File: config.mk
export PLATFORM = sky130hd
export DESIGN_NAME = least_loaded_worker_select
export DESIGN_NICKNAME = d
export VERILOG_FILES = /design/src/rtl/core/llws_pkg.sv /design/src/rtl/core/llws_dp.sv /design/src/rtl/core/llws_ctrl.sv /design/src/rtl/core/least_loaded_worker_select.sv
export SDC_FILE = /design/constraint.sdc
export NUM_CORES = 2
export LEC_CHECK = 0
export BUFFER_PORTS_ARGS = -buffer_cell sky130_fd_sc_hd__buf_2
export CELL_PAD_IN_SITES_DETAIL_PLACEMENT = 1
export CELL_PAD_IN_SITES_GLOBAL_PLACEMENT = 2
export CORE_ASPECT_RATIO = 1.2
export CORE_MARGIN = 2
export CORE_UTILIZATION = 44
export DETAILED_ROUTE_END_ITERATION = 6
export PLACE_DENSITY_LB_ADDON = 0.1
export SKIP_CTS_REPAIR_TIMING = 1
export SLEW_MARGIN = 20
export SYNTH_ARGS = -nofsm -noshare
export SYNTH_HDL_FRONTEND = slang
export SYNTH_HIERARCHICAL = 1
export SYNTH_SLANG_ARGS = --single-unit
File: constraint.sdc
create_clock -name clk -period 13.2 [get_ports clk]
set_clock_uncertainty 0.15 [all_clocks]
set_input_delay 0 -clock clk [delete_from_list [all_inputs] [get_ports clk]]
set_output_delay 0 -clock clk [all_outputs]
set_load 0.03 [all_outputs]
File: src/rtl/core/llws_pkg.sv
// ----------------------------------------------------------------------------
// llws_pkg: shared types and constants for the worker selector
// Command and state codes, register indexes, field widths and the
// command/status bundles between the controller and the datapath.
// ----------------------------------------------------------------------------
package llws_pkg;

    // Default number of worker slots
    localparam int ACTOR_SLOTS_DEF = 16;

    // Field widths
    localparam int CMD_W    = 3;
    localparam int ID_W     = 4;
    localparam int TIME_W   = 32;
    localparam int USAGE_W  = 7;
    localparam int LEVEL_W  = 3;
    localparam int WEIGHT_W = 4;
    localparam int LOAD_W   = 13;
    localparam int WINDOW_W = 8;
    localparam int PROD_W   = USAGE_W + WEIGHT_W;

    // Configuration port
    localparam int CFG_IDX_W  = 3;
    localparam int CFG_DATA_W = 13;

    // Overload thresholds
    localparam logic [USAGE_W-1:0] CPU_LIMIT  = 7'd80;
    localparam logic [USAGE_W-1:0] MEM_LIMIT  = 7'd80;
    localparam logic [USAGE_W-1:0] DISK_LIMIT = 7'd90;

    // Register reset values
    localparam logic [WEIGHT_W-1:0] CPU_WEIGHT_RST  = 4'd1;
    localparam logic [WEIGHT_W-1:0] MEM_WEIGHT_RST  = 4'd1;
    localparam logic [WEIGHT_W-1:0] DISK_WEIGHT_RST = 4'd0;
    localparam logic [LOAD_W-1:0]   MAX_LOAD_RST    = 13'd160;
    localparam logic [LOAD_W-1:0]   LOW_LOAD_RST    = 13'd40;
    localparam logic [WINDOW_W-1:0] WINDOW_RST      = 8'd10;

    typedef enum logic [CMD_W-1:0] {
        CMD_CONNECT    = 3'd0,
        CMD_REPORT     = 3'd1,
        CMD_DISCONNECT = 3'd2,
        CMD_REMOVE     = 3'd3,
        CMD_SELECT     = 3'd4
    } cmd_t;

    typedef enum logic [CFG_IDX_W-1:0] {
        CFG_CPU_WEIGHT  = 3'd0,
        CFG_MEM_WEIGHT  = 3'd1,
        CFG_DISK_WEIGHT = 3'd2,
        CFG_MAX_LOAD    = 3'd3,
        CFG_LOW_LOAD    = 3'd4,
        CFG_WINDOW      = 3'd5
    } cfg_idx_t;

    typedef enum logic [2:0] {
        ST_IDLE,
        ST_EXEC,
        ST_DES_EV,
        ST_SCAN,
        ST_DRAIN,
        ST_FINISH
    } state_t;

    // One slot's reported usage, held in the usage memory
    typedef struct packed {
        logic [USAGE_W-1:0] cpu;
        logic [USAGE_W-1:0] mem;
        logic [USAGE_W-1:0] disk;
        logic [LEVEL_W-1:0] level;
    } usage_t;

    // Controller to datapath
    typedef struct packed {
        logic capture;       // latch the input beat
        logic update;        // apply a table command
        logic issue_desired; // read the desired slot
        logic eval_desired;  // judge the desired slot
        logic scan_init;     // restart the scan
        logic issue_scan;    // read the next scan slot
        logic eval_scan;     // judge the slot read last cycle
        logic out_load;      // move the result to the output register
    } dp_cmd_t;

    // Datapath to controller
    typedef struct packed {
        logic is_select;
        logic use_desired;
        logic desired_hit;
        logic scan_last;
        logic stop;
    } dp_status_t;

endpackage

File: src/rtl/core/llws_dp.sv
// ----------------------------------------------------------------------------
// llws_dp: worker table and load evaluation datapath
// Holds the slot flags, usage and report-time memories, the configuration
// registers, the scan counter, the running best and the output register.
// ----------------------------------------------------------------------------
module llws_dp #(
    parameter int ACTOR_SLOTS = llws_pkg::ACTOR_SLOTS_DEF
) (
    input  logic                                clk,
    input  logic                                rst_n,
    input  llws_pkg::dp_cmd_t                   ctl,
    output llws_pkg::dp_status_t                sts,
    input  logic [llws_pkg::CMD_W-1:0]          command,
    input  logic [llws_pkg::ID_W-1:0]           actor_id,
    input  logic                                has_desired,
    input  logic [llws_pkg::TIME_W-1:0]         now,
    input  logic [llws_pkg::USAGE_W-1:0]        cpu_usage,
    input  logic [llws_pkg::USAGE_W-1:0]        mem_usage,
    input  logic [llws_pkg::USAGE_W-1:0]        disk_usage,
    input  logic [llws_pkg::LEVEL_W-1:0]        worker_level,
    input  logic [llws_pkg::LEVEL_W-1:0]        priority_req,
    input  logic                                cfg_we,
    input  logic [llws_pkg::CFG_IDX_W-1:0]      cfg_index,
    input  logic [llws_pkg::CFG_DATA_W-1:0]     cfg_data,
    output logic                                found,
    output logic [llws_pkg::ID_W-1:0]           chosen_actor,
    output logic [llws_pkg::LOAD_W-1:0]         chosen_load,
    output logic                                status
);

    localparam int SLOT_W = $clog2(ACTOR_SLOTS);
    localparam logic [SLOT_W-1:0] LAST_SLOT = SLOT_W'(ACTOR_SLOTS - 1);

    // Configuration registers
    logic [llws_pkg::WEIGHT_W-1:0] cpu_weight_reg;
    logic [llws_pkg::WEIGHT_W-1:0] mem_weight_reg;
    logic [llws_pkg::WEIGHT_W-1:0] disk_weight_reg;
    logic [llws_pkg::LOAD_W-1:0]   max_load_reg;
    logic [llws_pkg::LOAD_W-1:0]   low_load_reg;
    logic [llws_pkg::WINDOW_W-1:0] window_reg;

    // Captured input beat
    llws_pkg::cmd_t                cmd_reg;
    logic [llws_pkg::ID_W-1:0]     id_reg;
    logic                          des_reg;
    logic [llws_pkg::TIME_W-1:0]   now_reg;
    llws_pkg::usage_t              rep_reg;
    logic [llws_pkg::LEVEL_W-1:0]  prio_reg;

    // Slot flags
    logic [ACTOR_SLOTS-1:0] slot_valid_reg;
    logic [ACTOR_SLOTS-1:0] link_ok_reg;
    logic [ACTOR_SLOTS-1:0] usage_known_reg;

    // Slot memories
    llws_pkg::usage_t            usage_mem [ACTOR_SLOTS];
    logic [llws_pkg::TIME_W-1:0] time_mem  [ACTOR_SLOTS];
    llws_pkg::usage_t            usage_rd_reg;
    logic [llws_pkg::TIME_W-1:0] time_rd_reg;

    // Scan state
    logic [SLOT_W-1:0]         scan_addr_reg;
    logic [SLOT_W-1:0]         ev_idx_reg;
    logic                      pend_valid_reg;
    logic [llws_pkg::LOAD_W-1:0] best_reg;

    // Result and output registers
    logic                        res_found_reg;
    logic [llws_pkg::ID_W-1:0]   res_actor_reg;
    logic [llws_pkg::LOAD_W-1:0] res_load_reg;
    logic                        res_status_reg;
    logic                        found_reg;
    logic [llws_pkg::ID_W-1:0]   actor_reg;
    logic [llws_pkg::LOAD_W-1:0] load_reg;
    logic                        status_reg;

    logic                        id_in_range;
    logic [SLOT_W-1:0]           id_idx;
    logic                        present;
    logic                        rd_en;
    logic [SLOT_W-1:0]           rd_addr;
    logic [llws_pkg::PROD_W-1:0] prod_cpu;
    logic [llws_pkg::PROD_W-1:0] prod_mem;
    logic [llws_pkg::PROD_W-1:0] prod_disk;
    logic [llws_pkg::LOAD_W-1:0] load_sum;
    logic                        overload;
    logic [llws_pkg::TIME_W-1:0] age;
    logic                        eligible;
    logic [llws_pkg::LOAD_W-1:0] bound;
    logic                        cand_ok;

    assign id_in_range = (32'(id_reg) < 32'(ACTOR_SLOTS));
    assign id_idx      = SLOT_W'(id_reg);
    assign present     = id_in_range && slot_valid_reg[id_idx];

    assign rd_en   = ctl.issue_desired || ctl.issue_scan;
    assign rd_addr = ctl.issue_desired ? id_idx : scan_addr_reg;

    // Load and eligibility of the slot read last cycle
    assign prod_cpu  = llws_pkg::PROD_W'(usage_rd_reg.cpu) * llws_pkg::PROD_W'(cpu_weight_reg);
    assign prod_mem  = llws_pkg::PROD_W'(usage_rd_reg.mem) * llws_pkg::PROD_W'(mem_weight_reg);
    assign prod_disk = llws_pkg::PROD_W'(usage_rd_reg.disk)
                     * llws_pkg::PROD_W'(disk_weight_reg);
    assign load_sum  = llws_pkg::LOAD_W'(prod_cpu) + llws_pkg::LOAD_W'(prod_mem)
                     + llws_pkg::LOAD_W'(prod_disk);
    assign overload  = (usage_rd_reg.cpu > llws_pkg::CPU_LIMIT)
                    || (usage_rd_reg.mem > llws_pkg::MEM_LIMIT)
                    || (usage_rd_reg.disk > llws_pkg::DISK_LIMIT);
    assign age       = now_reg - time_rd_reg;
    assign eligible  = slot_valid_reg[ev_idx_reg] && link_ok_reg[ev_idx_reg]
                    && usage_known_reg[ev_idx_reg]
                    && (age < llws_pkg::TIME_W'(window_reg))
                    && (usage_rd_reg.level < prio_reg);
    assign bound     = ctl.eval_desired ? max_load_reg : best_reg;
    assign cand_ok   = eligible && !overload && (load_sum < bound);

    assign sts.is_select   = (cmd_reg == llws_pkg::CMD_SELECT);
    assign sts.use_desired = des_reg && id_in_range;
    assign sts.desired_hit = cand_ok;
    assign sts.scan_last   = (scan_addr_reg == LAST_SLOT);
    assign sts.stop        = pend_valid_reg && cand_ok && (load_sum < low_load_reg);

    // Configuration registers
    always_ff @(posedge clk or negedge rst_n)
    begin
        if (!rst_n)
        begin
            cpu_weight_reg  <= llws_pkg::CPU_WEIGHT_RST;
            mem_weight_reg  <= llws_pkg::MEM_WEIGHT_RST;
            disk_weight_reg <= llws_pkg::DISK_WEIGHT_RST;
            max_load_reg    <= llws_pkg::MAX_LOAD_RST;
            low_load_reg    <= llws_pkg::LOW_LOAD_RST;
            window_reg      <= llws_pkg::WINDOW_RST;
        end
        else if (cfg_we)
        begin
            unique case (llws_pkg::cfg_idx_t'(cfg_index))
                llws_pkg::CFG_CPU_WEIGHT:  cpu_weight_reg  <= cfg_data[llws_pkg::WEIGHT_W-1:0];
                llws_pkg::CFG_MEM_WEIGHT:  mem_weight_reg  <= cfg_data[llws_pkg::WEIGHT_W-1:0];
                llws_pkg::CFG_DISK_WEIGHT: disk_weight_reg <= cfg_data[llws_pkg::WEIGHT_W-1:0];
                llws_pkg::CFG_MAX_LOAD:    max_load_reg    <= cfg_data[llws_pkg::LOAD_W-1:0];
                llws_pkg::CFG_LOW_LOAD:    low_load_reg    <= cfg_data[llws_pkg::LOAD_W-1:0];
                llws_pkg::CFG_WINDOW:      window_reg      <= cfg_data[llws_pkg::WINDOW_W-1:0];
                default: ;
            endcase
        end
    end

    // Input capture
    always_ff @(posedge clk)
    begin
        if (ctl.capture)
        begin
            cmd_reg       <= llws_pkg::cmd_t'(command);
            id_reg        <= actor_id;
            des_reg       <= has_desired;
            now_reg       <= now;
            rep_reg.cpu   <= cpu_usage;
            rep_reg.mem   <= mem_usage;
            rep_reg.disk  <= disk_usage;
            rep_reg.level <= worker_level;
            prio_reg      <= priority_req;
        end
    end

    // Slot flags
    always_ff @(posedge clk or negedge rst_n)
    begin
        if (!rst_n)
        begin
            slot_valid_reg  <= '0;
            link_ok_reg     <= '0;
            usage_known_reg <= '0;
        end
        else if (ctl.update)
        begin
            unique case (cmd_reg)
                llws_pkg::CMD_CONNECT:
                begin
                    if (id_in_range)
                    begin
                        slot_valid_reg[id_idx]  <= 1'b1;
                        link_ok_reg[id_idx]     <= 1'b1;
                        usage_known_reg[id_idx] <= 1'b0;
                    end
                end
                llws_pkg::CMD_REPORT:
                begin
                    if (present)
                    begin
                        link_ok_reg[id_idx]     <= 1'b1;
                        usage_known_reg[id_idx] <= 1'b1;
                    end
                end
                llws_pkg::CMD_DISCONNECT:
                begin
                    if (present)
                        link_ok_reg[id_idx] <= 1'b0;
                end
                llws_pkg::CMD_REMOVE:
                begin
                    if (present)
                    begin
                        slot_valid_reg[id_idx]  <= 1'b0;
                        link_ok_reg[id_idx]     <= 1'b0;
                        usage_known_reg[id_idx] <= 1'b0;
                    end
                end
                default: ;
            endcase
        end
    end

    // Slot memories: one write, one registered read
    always_ff @(posedge clk)
    begin
        if (ctl.update && (cmd_reg == llws_pkg::CMD_REPORT) && present)
            usage_mem[id_idx] <= rep_reg;
        if (ctl.update && (((cmd_reg == llws_pkg::CMD_CONNECT) && id_in_range)
                        || ((cmd_reg == llws_pkg::CMD_REPORT) && present)))
            time_mem[id_idx] <= now_reg;
        if (rd_en)
        begin
            usage_rd_reg <= usage_mem[rd_addr];
            time_rd_reg  <= time_mem[rd_addr];
            ev_idx_reg   <= rd_addr;
        end
    end

    // Scan control
    always_ff @(posedge clk or negedge rst_n)
    begin
        if (!rst_n)
        begin
            scan_addr_reg  <= '0;
            pend_valid_reg <= 1'b0;
        end
        else
        begin
            pend_valid_reg <= ctl.issue_scan;
            if (ctl.scan_init)
                scan_addr_reg <= '0;
            else if (ctl.issue_scan)
                scan_addr_reg <= scan_addr_reg + 1'b1;
        end
    end

    // Running best and result
    always_ff @(posedge clk)
    begin
        if (ctl.update)
        begin
            res_found_reg  <= 1'b0;
            res_actor_reg  <= '0;
            res_load_reg   <= '0;
            res_status_reg <= 1'b0;
            if ((cmd_reg == llws_pkg::CMD_REPORT) || (cmd_reg == llws_pkg::CMD_DISCONNECT)
                || (cmd_reg == llws_pkg::CMD_REMOVE))
                res_status_reg <= !present;
        end
        else if (ctl.scan_init)
        begin
            best_reg       <= max_load_reg;
            res_found_reg  <= 1'b0;
            res_actor_reg  <= '0;
            res_load_reg   <= '0;
            res_status_reg <= 1'b0;
        end
        else if ((ctl.eval_desired || (ctl.eval_scan && pend_valid_reg)) && cand_ok)
        begin
            best_reg       <= load_sum;
            res_found_reg  <= 1'b1;
            res_actor_reg  <= llws_pkg::ID_W'(ev_idx_reg);
            res_load_reg   <= load_sum;
            res_status_reg <= 1'b0;
        end
    end

    // Output register
    always_ff @(posedge clk)
    begin
        if (ctl.out_load)
        begin
            found_reg  <= res_found_reg;
            actor_reg  <= res_actor_reg;
            load_reg   <= res_load_reg;
            status_reg <= res_status_reg;
        end
    end

    assign found        = found_reg;
    assign chosen_actor = actor_reg;
    assign chosen_load  = load_reg;
    assign status       = status_reg;

endmodule

File: src/rtl/core/llws_ctrl.sv
// ----------------------------------------------------------------------------
// llws_ctrl: sequencing controller for the worker selector
// Steps one command through table update, desired-slot check and slot scan,
// and owns the input and output handshakes.
// ----------------------------------------------------------------------------
module llws_ctrl (
    input  logic                 clk,
    input  logic                 rst_n,
    input  logic                 in_valid,
    output logic                 in_stall,
    output logic                 out_valid,
    input  logic                 out_stall,
    output llws_pkg::dp_cmd_t    ctl,
    input  llws_pkg::dp_status_t sts
);

    llws_pkg::state_t state_reg;
    llws_pkg::state_t state_next;
    logic             out_valid_reg;
    logic             out_valid_next;

    always_ff @(posedge clk or negedge rst_n)
    begin
        if (!rst_n)
        begin
            state_reg     <= llws_pkg::ST_IDLE;
            out_valid_reg <= 1'b0;
        end
        else
        begin
            state_reg     <= state_next;
            out_valid_reg <= out_valid_next;
        end
    end

    always_comb
    begin
        state_next = state_reg;
        ctl        = '0;
        unique case (state_reg)
            llws_pkg::ST_IDLE:
            begin
                if (in_valid)
                begin
                    ctl.capture = 1'b1;
                    state_next  = llws_pkg::ST_EXEC;
                end
            end
            llws_pkg::ST_EXEC:
            begin
                if (!sts.is_select)
                begin
                    ctl.update = 1'b1;
                    state_next = llws_pkg::ST_FINISH;
                end
                else if (sts.use_desired)
                begin
                    ctl.issue_desired = 1'b1;
                    state_next        = llws_pkg::ST_DES_EV;
                end
                else
                begin
                    ctl.scan_init = 1'b1;
                    state_next    = llws_pkg::ST_SCAN;
                end
            end
            llws_pkg::ST_DES_EV:
            begin
                ctl.eval_desired = 1'b1;
                if (sts.desired_hit)
                    state_next = llws_pkg::ST_FINISH;
                else
                begin
                    ctl.scan_init = 1'b1;
                    state_next    = llws_pkg::ST_SCAN;
                end
            end
            llws_pkg::ST_SCAN:
            begin
                ctl.issue_scan = 1'b1;
                ctl.eval_scan  = 1'b1;
                priority if (sts.stop)
                    state_next = llws_pkg::ST_FINISH;
                else if (sts.scan_last)
                    state_next = llws_pkg::ST_DRAIN;
            end
            llws_pkg::ST_DRAIN:
            begin
                ctl.eval_scan = 1'b1;
                state_next    = llws_pkg::ST_FINISH;
            end
            llws_pkg::ST_FINISH:
            begin
                if (!out_valid_reg || !out_stall)
                begin
                    ctl.out_load = 1'b1;
                    state_next   = llws_pkg::ST_IDLE;
                end
            end
            default:
            begin
                state_next = llws_pkg::ST_IDLE;
            end
        endcase
    end

    // Hold the result beat until taken; a fresh load replaces a taken one
    always_comb
    begin
        out_valid_next = out_valid_reg;
        if (ctl.out_load)
            out_valid_next = 1'b1;
        else if (out_valid_reg && !out_stall)
            out_valid_next = 1'b0;
    end

    assign in_stall  = (state_reg != llws_pkg::ST_IDLE);
    assign out_valid = out_valid_reg;

endmodule

File: src/rtl/core/least_loaded_worker_select.sv
// ----------------------------------------------------------------------------
// least_loaded_worker_select: worker table with least-loaded selection
// Top level joining the sequencing controller and the table datapath.
// ----------------------------------------------------------------------------
// The block keeps a table of ACTOR_SLOTS worker slots and takes one command
// beat at a time: connect, usage report, disconnect, remove or select, each
// answered by exactly one result beat. A select first checks the desired
// worker if one is named. If it does not qualify, or none is named, the
// slots are scanned in index order, one slot per cycle through the single
// read port of the slot memories. A worker below low_load ends the scan
// early. A slot qualifies when its link is up, its usage is known, it
// reported within report_window seconds (time wraps modulo 2^32) and its
// level is below priority_req. Its load is the weighted usage sum, and a
// worker above 80% cpu or memory or 90% disk is never chosen. The output
// register holds a finished beat while the next command is accepted. While
// an earlier beat is still stalled at the output, the next command waits
// before its result is loaded. Configuration writes are always taken
// (cfg_ready is tied high) and must only be issued while no command is in
// flight.
// Usage and report time live in memories with no reset; an entry is used
// only once a report has written it and marked the slot's usage known.
// ----------------------------------------------------------------------------
module least_loaded_worker_select #(
    parameter int ACTOR_SLOTS = llws_pkg::ACTOR_SLOTS_DEF
) (
    input  logic                            clk,
    input  logic                            rst_n,
    // Command channel
    input  logic                            in_valid,
    output logic                            in_stall,
    input  logic [llws_pkg::CMD_W-1:0]      command,
    input  logic [llws_pkg::ID_W-1:0]       actor_id,
    input  logic                            has_desired,
    input  logic [llws_pkg::TIME_W-1:0]     now,
    input  logic [llws_pkg::USAGE_W-1:0]    cpu_usage,
    input  logic [llws_pkg::USAGE_W-1:0]    mem_usage,
    input  logic [llws_pkg::USAGE_W-1:0]    disk_usage,
    input  logic [llws_pkg::LEVEL_W-1:0]    worker_level,
    input  logic [llws_pkg::LEVEL_W-1:0]    priority_req,
    // Result channel
    output logic                            out_valid,
    input  logic                            out_stall,
    output logic                            found,
    output logic [llws_pkg::ID_W-1:0]       chosen_actor,
    output logic [llws_pkg::LOAD_W-1:0]     chosen_load,
    output logic                            status,
    // Configuration write channel
    input  logic                            cfg_valid,
    output logic                            cfg_ready,
    input  logic [llws_pkg::CFG_IDX_W-1:0]  cfg_index,
    input  logic [llws_pkg::CFG_DATA_W-1:0] cfg_data
);

    llws_pkg::dp_cmd_t    ctl;
    llws_pkg::dp_status_t sts;

    // Take every configuration beat; registers sit in the datapath
    assign cfg_ready = 1'b1;

    llws_ctrl u_ctrl (
        .clk       (clk),
        .rst_n     (rst_n),
        .in_valid  (in_valid),
        .in_stall  (in_stall),
        .out_valid (out_valid),
        .out_stall (out_stall),
        .ctl       (ctl),
        .sts       (sts)
    );

    llws_dp #(
        .ACTOR_SLOTS (ACTOR_SLOTS)
    ) u_dp (
        .clk          (clk),
        .rst_n        (rst_n),
        .ctl          (ctl),
        .sts          (sts),
        .command      (command),
        .actor_id     (actor_id),
        .has_desired  (has_desired),
        .now          (now),
        .cpu_usage    (cpu_usage),
        .mem_usage    (mem_usage),
        .disk_usage   (disk_usage),
        .worker_level (worker_level),
        .priority_req (priority_req),
        .cfg_we       (cfg_valid && cfg_ready),
        .cfg_index    (cfg_index),
        .cfg_data     (cfg_data),
        .found        (found),
        .chosen_actor (chosen_actor),
        .chosen_load  (chosen_load),
        .status       (status)
    );

endmodule

==> flow_summary.ini <==
[run_status]
status = complete, but fails checks
violations = hold timing

[final_layout]
n_antenna_cell = 0
largest_reg_flops = 512
drive_above_1_share_pct = 11.0
fin_util_pct = 51.2
top_register = u_dp/time_mem
syn2layout_area_growth_pct = 15.8
largestRegisters = u_dp/time_mem (512), u_dp/usage_mem (384)
nNetsFinal = 4637
stdcell_area_um2 = 59300

[critical_path]
cp.arrival_ps = 10620
crit_path_start_kind = register
startpoint = u_dp/disk_weight_reg[2]
crit_top_cell = inv_1
worstReg2RegStart = u_dp/disk_weight_reg[2]
crit_type = reg -> reg
cp_slowest_cell = or4b_1
cpPeakStageDelay_ps = 550
critPathMaxFanout = 13
critPathRequiredTime_ps = 13540
end_kind = register

[logic_synthesis]
syn_area_per_cell_um2 = 12.4
ys_ff_latch = 1177
synthTopCellsByCount = edfxtp_1 (1056), nand2_1 (1053), nand3_1 (479)
synth-seq-area-share_pct = 67.7
synth_edf_count = 1056
ys.flop_type = edfxtp_1
syn_nets = 4393
yosysWarnings = 6
synth-async-reset-ratio_pct = 8.75
postSynthCellCount = 4145
synth_area_um2 = 51200
synthTopCellsByArea = edfxtp_1 (62%), nand2_1 (7.7%), nand3_1 (4.7%)
ys_types = 76
yosysMostFrequentCell = edfxtp_1
synthDominantCellAreaShare_pct = 61.9
synth_area_leader_cell = edfxtp_1

[global_route]
grt_pass1_wl_mm = 226
gr-max-usage-layer = met2
antenna_found_initial = 0
use_met2_pct = 44.1
grt_pass1_vias = 34600
met3_usage_pct = 3.02
grt_util_met1_pct = 34.3
grt-ovfl-total = 0
track_usage_pct = 25.7
grt_max_degree = 148

[power]
vdd_ir_drop_max_uv = 690
p_leak_nw = 21.8
p_per_area_nw_per_um2 = 269
power_mw = 15.9

[clocking]
clock-root-buffer = clkbuf_16
clk_latency_ps = 750
max-clock-path-buffers = 3
cts_tree = built
clkSinkCount = 1177
htreeDepth = 3
numCtsBuffers = 119
path_clk_slew_ps = 60

[floorplan]
die_area_um2 = 119000
pin_count = 110
die_h_um = 378
start_util_pct = 44.2
die_w_um = 315
rows = 137
coreArea_um2 = 116000

[timing]
rsz0062_at_grt = false
final-hold-violation-count = 3
drv_slew = 0
worst_hold_slack_ps = -25.0
setup_violations = 0
tns_ps = 0
period_share_pct = 77.9
slew_headroom_pct = 22.7
fmax_mhz = 97.2
post-route-min-period_ps = 10280
worst_slew_pin_slew_ps = 1140

[routing]
viasPerCell = 5.63
wl_mm = 154
avgRoutedWirePerCell_um = 25.6
antenna_left = 0
num_vias = 33800
drtPass1Iterations = 6
drtIter0Drc = 2607
drc = 0

[placement]
gp_congestion = 0.860
place_area_um2 = 53700
port_buffers = 108
dp_hpwl_mm = 85.4

[min_path]
worstHoldStart = cfg_data[4]
hp-class = in -> reg

[run]
maxCapViolations = 0
-- per-stage QoR --
stage | hold slack, ps | std cells | worst slack [ps]
after floorplan | -446 | 4145 | 3850
after global placement | -154 | 5624 | 3090
after detailed placement | -146 | 5624 | 2940
after CTS | -946 | 5843 | 2900
after global routing | 0.813 | 6016 | 2300
final | -25.0 | 6016 | 2920
-- layer usage --
metal | share of wire, % | wire [µm]
met1 | 44 | 67900
met2 | 50 | 77000
met3 | 3.6 | 5590
met4 | 2.3 | 3470
met5 | 0 | 0
-- layout make-up --
| cell class | count | area, µm² |
|---|---|---|
| sequential | 1177 | 34700 |
| clock buffer | 150 | 3150 |
| tap | 1529 | 1910 |
| fill | 11800 | 56600 |
| clock inverter | 69 | 674 |
| multi-input combinational | 2573 | 15400 |
| inverter | 160 | 617 |
| timing repair buffer | 358 | 2930 |
-- cell families (layout without fill, tap and decap cells) --
family                   count (synthesis)  in the layout  synth area share [%]
flip-flops                            1177           1177                  67.7
AND/OR/NAND/NOR                       1855           1855                  15.9
XOR/XNOR                                32             32                 0.547
other                                    1              1               0.00732
multiplexers                           107            107                  2.41
adder cells (fa/ha/maj)                160            160                  4.85
buffers and inverters                  395            737                  2.96
AO/OA/AOI/OAI                          418            418                  5.66
-- cell usage in the layout, fill, tap and decap left out, drive strengths merged, types with 17 or more instances in the layout --
cell / count
edfxtp: 1056
nand2: 1053
nand3: 479
buf: 186
dlygate4sd3: 172
inv: 163
clkbuf: 150
nor2: 118
a311oi: 113
ha: 96
dfrtp: 95
o21ai: 85
a31oi: 68
fa: 64
mux2: 62
and3: 59
a21oi: 59
and2: 51
clkinv: 48
mux2i: 38
nand4: 23
dfxtp: 18
a21o: 17
xor2: 17
-- worst max-delay path, delay by kind of cell (launching register included) --
family	cells	cell delay, ps
flip-flops	1	470
adder cells (fa/ha/maj)	7	2930
XOR/XNOR	1	280
buffers and inverters	9	1130
AND/OR/NAND/NOR	10	3150
AO/OA/AOI/OAI	10	1880
-- path summary, 6_finish.rpt --
kind                                        end  depth (start not counted)  slack, ps
min in group asynchronous  u_dp/max_load_reg[7]                          3        280
max in group asynchronous             async pin                          4      11590
setup / recovery               u_dp/best_reg[5]                         37       2920
hold reg to reg                     u_dp/status                          0        280
setup reg to reg               u_dp/best_reg[5]                         37       2920
hold / removal             u_dp/low_load_reg[4]                          4        -30
-- power breakdown --
group | switching [mW] | total (mW) | internal (mW)
clock network | 1.45 | 3.37 | 1.92
logic | 4.93 | 7.76 | 2.82
registers | 0.251 | 4.81 | 4.56
Power figures use the tool's default switching activity.
